`config.mk`:
```
export PLATFORM = sky130hd
export DESIGN_NAME = cna_step
export DESIGN_NICKNAME = d
export VERILOG_FILES = /design/src/rtl/complex_number_alu_assert.svh /design/src/rtl/cna_pkg.sv /design/src/rtl/cna_step.sv
export SDC_FILE = /design/constraint.sdc
export NUM_CORES = 1
export LEC_CHECK = 0
export BUFFER_PORTS_ARGS = -buffer_cell sky130_fd_sc_hd__clkbuf_2
export CELL_PAD_IN_SITES_DETAIL_PLACEMENT = 1
export CELL_PAD_IN_SITES_GLOBAL_PLACEMENT = 1
export CORE_AREA = 2 2 415 417
export DETAILED_ROUTE_END_ITERATION = 8
export DIE_AREA = 0 0 417 419
export GPL_TIMING_DRIVEN = 1
export PLACE_DENSITY = 0.41
export SETUP_SLACK_MARGIN = 0.02
export SLEW_MARGIN = 40
export SYNTH_ARGS = -nofsm -noshare
export SYNTH_HDL_FRONTEND = slang
export SYNTH_SLANG_ARGS = --single-unit
```
`constraint.sdc`:
```
create_clock -name clk_i -period 1.9 [get_ports clk_i]
set_clock_uncertainty 0.15 [all_clocks]
set_input_delay 0.38 -clock clk_i [delete_from_list [all_inputs] [get_ports clk_i]]
set_output_delay 0.38 -clock clk_i [all_outputs]
set_load 0.01 [all_outputs]
```
`src/rtl/complex_number_alu_assert.svh`:
```
// Assertion macros for the complex number ALU.
// Used by files that assert; expects clk_i and rst_ni in scope.
`ifndef COMPLEX_NUMBER_ALU_ASSERT_SVH
`define COMPLEX_NUMBER_ALU_ASSERT_SVH
`ifndef SYNTHESIS
// property that holds at every edge outside reset
`define CNA_ASSERT(lbl, prop, msg) \
  lbl: assert property (@(posedge clk_i) disable iff (!rst_ni) (prop)) else $error(msg);
// same-cycle implication
`define CNA_ASSERT_IMPL(lbl, ante, cons, msg) \
  lbl: assert property (@(posedge clk_i) disable iff (!rst_ni) (ante) |-> (cons)) \
    else $error(msg);
// next-cycle implication
`define CNA_ASSERT_NEXT(lbl, ante, cons, msg) \
  lbl: assert property (@(posedge clk_i) disable iff (!rst_ni) (ante) |=> (cons)) \
    else $error(msg);
`else
`define CNA_ASSERT(lbl, prop, msg)
`define CNA_ASSERT_IMPL(lbl, ante, cons, msg)
`define CNA_ASSERT_NEXT(lbl, ante, cons, msg)
`endif
`endif

```
`src/rtl/cna_pkg.sv`:
```
// Shared types and constants for the complex number ALU.
// No dependencies; imported by cna_step, complex_number_alu and tb_top.
`default_nettype none

package cna_pkg;

  // default operand format: signed Q16.16
  localparam int unsigned CNA_WIDTH     = 32;
  localparam int unsigned CNA_FRAC_BITS = 16;
  localparam int unsigned CNA_OP_W      = 3;

  typedef enum logic [CNA_OP_W-1:0] {
    OP_ADD = 3'd0,
    OP_SUB = 3'd1,
    OP_MUL = 3'd2,
    OP_DIV = 3'd3,
    OP_MAG = 3'd4,
    OP_EQ  = 3'd5
  } op_e;

  typedef enum logic [1:0] {
    ST_OK   = 2'd0,
    ST_DIV0 = 2'd1,
    ST_SAT  = 2'd2
  } status_e;

  // control that travels with a word down the pipeline
  typedef struct packed {
    op_e     op;
    logic    dz;      // divisor is zero
    logic    neg_re;  // sign of real numerator / product sum
    logic    neg_im;
    logic    ovf_re;  // quotient already known too large
    logic    ovf_im;
    logic    eq;      // equality result
    status_e st;      // status of the simple ops
  } ctl_t;

endpackage

`default_nettype wire

```
`src/rtl/cna_step.sv`:
```
// One pipelined iteration: a restoring divide bit on both quotient lanes
// and, when enabled, one restoring square root digit. Uses cna_pkg.
`default_nettype none

module cna_step import cna_pkg::*; #(
  parameter int unsigned WIDTH   = CNA_WIDTH,
  parameter bit          DO_SQRT = 1'b1
) (
  input  logic                 clk_i,
  input  logic                 rst_ni,
  input  logic                 en_i,
  input  logic                 vld_i,
  output logic                 vld_o,
  input  ctl_t                 ctl_i,
  output ctl_t                 ctl_o,
  input  logic [2*WIDTH-1:0]   pass_i,
  output logic [2*WIDTH-1:0]   pass_o,
  input  logic [2*WIDTH-1:0]   d_i,
  output logic [2*WIDTH-1:0]   d_o,
  input  logic [2*WIDTH-2:0]   r_re_i,
  output logic [2*WIDTH-2:0]   r_re_o,
  input  logic [WIDTH:0]       q_re_i,
  output logic [WIDTH:0]       q_re_o,
  input  logic [WIDTH:0]       lo_re_i,
  output logic [WIDTH:0]       lo_re_o,
  input  logic [2*WIDTH-2:0]   r_im_i,
  output logic [2*WIDTH-2:0]   r_im_o,
  input  logic [WIDTH:0]       q_im_i,
  output logic [WIDTH:0]       q_im_o,
  input  logic [WIDTH:0]       lo_im_i,
  output logic [WIDTH:0]       lo_im_o,
  input  logic [WIDTH:0]       rem_i,
  output logic [WIDTH:0]       rem_o,
  input  logic [WIDTH-1:0]     root_i,
  output logic [WIDTH-1:0]     root_o,
  input  logic [2*WIDTH-1:0]   x_i,
  output logic [2*WIDTH-1:0]   x_o
);

  localparam int unsigned W = WIDTH;

  logic             vld_q;
  ctl_t             ctl_q;
  logic [2*W-1:0]   pass_q, d_q, x_q, x_d;
  logic [2*W-2:0]   r_re_q, r_im_q, r_re_d, r_im_d;
  logic [W:0]       q_re_q, q_im_q, lo_re_q, lo_im_q, rem_q, rem_d;
  logic [W-1:0]     root_q, root_d;

  logic [2*W-1:0]   rs_re, rs_im, df_re, df_im;
  logic             ge_re, ge_im;

  // divide bit: shift in next dividend bit, subtract divisor if it fits
  assign rs_re  = {r_re_i, lo_re_i[W]};
  assign rs_im  = {r_im_i, lo_im_i[W]};
  assign ge_re  = rs_re >= d_i;
  assign ge_im  = rs_im >= d_i;
  assign df_re  = rs_re - d_i;
  assign df_im  = rs_im - d_i;
  assign r_re_d = ge_re ? df_re[2*W-2:0] : rs_re[2*W-2:0];
  assign r_im_d = ge_im ? df_im[2*W-2:0] : rs_im[2*W-2:0];

  // square root digit
  if (DO_SQRT) begin : g_sqrt
    logic [W+2:0] rs_sq, trial, df_sq;
    logic         ge_sq;
    assign rs_sq  = {rem_i, x_i[2*W-1 -: 2]};
    assign trial  = {1'b0, root_i, 2'b01};
    assign ge_sq  = rs_sq >= trial;
    assign df_sq  = rs_sq - trial;
    assign rem_d  = ge_sq ? df_sq[W:0] : rs_sq[W:0];
    assign root_d = {root_i[W-2:0], ge_sq};
    assign x_d    = {x_i[2*W-3:0], 2'b00};
  end else begin : g_nosqrt
    assign rem_d  = rem_i;
    assign root_d = root_i;
    assign x_d    = x_i;
  end

  // valid bit
  always_ff @(posedge clk_i or negedge rst_ni) begin
    if (!rst_ni) begin
      vld_q <= 1'b0;
    end else if (en_i) begin
      vld_q <= vld_i;
    end
  end

  // payload
  always_ff @(posedge clk_i) begin
    if (en_i) begin
      ctl_q   <= ctl_i;
      pass_q  <= pass_i;
      d_q     <= d_i;
      r_re_q  <= r_re_d;
      r_im_q  <= r_im_d;
      q_re_q  <= {q_re_i[W-1:0], ge_re};
      q_im_q  <= {q_im_i[W-1:0], ge_im};
      lo_re_q <= {lo_re_i[W-1:0], 1'b0};
      lo_im_q <= {lo_im_i[W-1:0], 1'b0};
      rem_q   <= rem_d;
      root_q  <= root_d;
      x_q     <= x_d;
    end
  end

  assign vld_o   = vld_q;
  assign ctl_o   = ctl_q;
  assign pass_o  = pass_q;
  assign d_o     = d_q;
  assign r_re_o  = r_re_q;
  assign r_im_o  = r_im_q;
  assign q_re_o  = q_re_q;
  assign q_im_o  = q_im_q;
  assign lo_re_o = lo_re_q;
  assign lo_im_o = lo_im_q;
  assign rem_o   = rem_q;
  assign root_o  = root_q;
  assign x_o     = x_q;

endmodule

`default_nettype wire

```
==> key figures <==
Run status
  – Status: finished with violations
  – Failing checks: negative setup slack

Flow run
  – Max-cap viol count: 0

Worst setup path
  – Data required, critical path: 2.20 ns
  – Crit-path cells: buf_8 > buf_6 > ha_4 > fa_2 > nor2b_4 > o31a_1 > o21ai_2 > o21ai_2 > a41oi_2 > a31o_4 > o31a_1 > o41ai_4 > buf_4 > buf_4 > buf_6 > xnor2_2 > o21ai_2
  – Worst path slowest cell: fa_2
  – Crit path max-delay family: compound AO/OA/AOI/OAI gates
  – Reg2Reg Depth: 1
  – Crit start category: input pin
  – Crit-path max FO: 3
  – Worst Setup End Kind: register
  – Critical path depth: 17
  – Worst endpoint data arrival time: 3.52 ns
  – Crit. Startpoint: d_i[0]
  – Cell mode on critical path: o21ai_2
  – Crit-path max cell delay: around 0.37 ns
  – Reg2reg start: vld_o
  – CP Class: in2reg
  – Worst Path Buf+Inv: 5

Synthesis
  – Post-synth ARST share: less than 1%
  – Top cell type's share of synthesized area: 58.2%
  – Mean post-synth cell area: 11.8 um^2
  – Main synth FF type: edfxtp_1
  – Post-synthesis sequential area ratio: 58.3%
  – Mapped Cells: 2285
  – Synth cell count leaders: edfxtp_1, a21oi_1, nand2_1
  – Post-synthesis cell type count: 84
  – Syn. warnings: 0
  – Most common cell in the synthesized netlist: edfxtp_1
  – Top cells by area, synth: edfxtp_1, ha_1, a21oi_1
  – Post-synth design cell area: 26900 um^2
  – Post-synth EDFFs: 522
  – Yosys top cell by area: edfxtp_1
  – Yosys reg bits: 523

Routing
  – Routed len/inst: roughly 22 um
  – Vias per inst: 4.02
  – Routed wire length: 158000 um
  – 1st-pass router iterations: 5
  – DR iter-0 viols: 1123
  – Vias: 28.4k
  – Residual DRC: 0
  – Final antenna-violating net count: 0

Die
  – Die ar.: roughly 170000 um^2
  – Initial Utilization: between 15 and 20%
  – IO Pins: 1057
  – Die H: about 420 um
  – Core Box Area: 171000 um^2
  – Row count: 152
  – Die width: 417 um

Clock network
  – CTS tree: yes
  – Worst-path clk slew: 0.05 ns
  – CTS Buffer Depth: 3
  – H-tree depth: 3
  – Clk sinks: 523
  – CTS buffer count: 72
  – Clk Latency, worst-skew pair: 0.70 ns
  – Clock root cell: clkbuf_16

Finish
  – FILL cells: between 15k and 20k
  – Share of layout cells above drive strength 1: 54.4%
  – Post-route cell area: 54600 um^2
  – Area growth from synthesis to layout: 103%
  – Final #Nets: 5478
  – Layout Utilization: 32.0%

Placement
  – Placed inst area: 41900 um^2
  – GPL Wtd Cong: 0.838
  – DP HPWL: ~130000 um
  – Port Buf Inserts: between 1k and 1.5k
  – Post-Place Worst Slack: -2.33 ns

Pwr
  – Clock power frac: 32.4%
  – Pwr per Cell Area: approximately 780 nW/um^2
  – Maximum VDD drop: 0.000564 V
  – NetSw: 13200 uW
  – Comb power frac: 33.3%
  – Pleak: 0.0240 uW
  – Switch share: 31.3%
  – Flop pwr share: 34.4%
  – Int Power: between 20000 and 30000 uW

Min path
  – Min-Delay Path Class: in2reg
  – Hold path start: d_i[0]
  – Worst hold path depth: 4

Timing
  – Hold Fails Final Rpt: 0
  – Worst slew margin: 50.2%
  – Worst setup margin: -1.32 ns
  – Max Slew Vio Count: 0
  – Final worst-path cycle share: 169%
  – Max frequency: 311 MHz
  – Final setup vio count: 163
  – Unrepaired setup endpoints after global routing: true
  – Final setup TNS: -152.40 ns
  – Slew at the pin closest to its max-slew limit: 0.739 ns
  – Fin crit period: 3.22 ns

Global route
  – Initial antenna violation count: 36
  – Largest net degree at the start of global routing: 44
  – First-pass GRT wire length: 221000 um
  – GR Overflow Total: 0
  – Total track usage: 17.6%
  – Number of global-route vias before repair: 30.7k
[timing repair]
action	in CTS	in global routing
cloned	23	0
pin swaps	138	111
gates resized for setup	616	235
setup buffers	102	53
hold buffers	516	1
hold endpoints to repair	553	1
setup endpoints to repair	250	197
[worst min-delay path, cell delays in order]
cell and delay (ns):
buf_8 0.08, ha_4 0.13, buf_4 0.10, a21oi_2 0.04
[state kept, by name, indices dropped and copies added, names as in the netlist, 33 cells and up]
name / cells
q_im_o: 33
d_o: 64
rem_o: 33
pass_o: 64
r_im_o: 63
x_o: 62
q_re_o: 33
r_re_o: 63
[power by group through the flow]
| stage | clock network (uW) | registers [uW] | logic [uW] |
|---|---|---|---|
| global route | 14600 | 14700 | 15100 |
| detailed placement | 0 | 14800 | 10700 |
| global placement | 0 | 14800 | 10700 |
| finish | 13700 | 14600 | 14100 |
| CTS | 14300 | 14600 | 13900 |
| floorplan | 0 | 15300 | 3990 |
[cell type report]
class	instances	area (um^2)	area share (%)
clock inverter	45	499	0.915
clock buffer	81	1840	3.36
inverter	137	629	1.15
timing repair buffer	2504	19400	35.5
sequential	523	15700	28.8
antenna	8	20.0	0.0367
tap	2233	2790	5.12
multi-input combinational	1546	13700	25.1
[cell families (layout without fill, tap and decap cells)]
kind of cell / Yosys count / in the layout / share of synthesized area, %
compound gates: 685 / 685 / 16.0
xor+xnor: 144 / 144 / 4.69
fa+ha+maj: 164 / 164 / 7.68
buf+inv: 219 / 2767 / 3.24
flops: 523 / 523 / 58.3
mux: 26 / 26 / 1.09
other cells: 1 / 12 / 0.0139
simple gates: 523 / 523 / 8.95
[stage by stage]
step	instances	power (uW)	hold WS [ns]
6_report	7077	42400	0.0805
5_1_grt	7074	44400	0.0560
4_1_cts	7045	42800	-0.140
3_5_place_dp	6295	25500	0.0233
3_3_place_gp	6295	25500	0.0209
2_1_floorplan	2288	19300	-0.0656
[cell usage in the layout (no fill, tap or decap), types with 75 or more instances in the layout]
cell type,n
a21o_1,94
ha_1,99
clkbuf_2,979
edfxtp_1,522
nand2_1,127
nor2_1,102
a21oi_1,147
inv_1,99
dlygate4sd3_1,517
buf_4,791
buf_6,75
a21oi_2,96
clkbuf_16,76
[per-layer routing]
layer / up-vias / global-route usage (%) / part of all wire [%]
met3: 196 / 3.24 / 4.4
met2: 730 / 33.1 / 54
met5: - / 0 / 0.057
li1: 13600 / - / -
met4: 16 / 5.98 / 3.2
met1: 13900 / 19.6 / 39
[worst paths after layout]
path | endpoint | slack [ns]
setup / recovery | r_re_o[54] | -1.32
hold / removal | r_im_o[0] | 0.08
setup reg to reg | vld_o | 0.99
hold reg to reg | vld_o | 0.39
max in group asynchronous | vld_o | 1.08
min in group asynchronous | vld_o | 0.41
(Power assumes the default switching activity.)
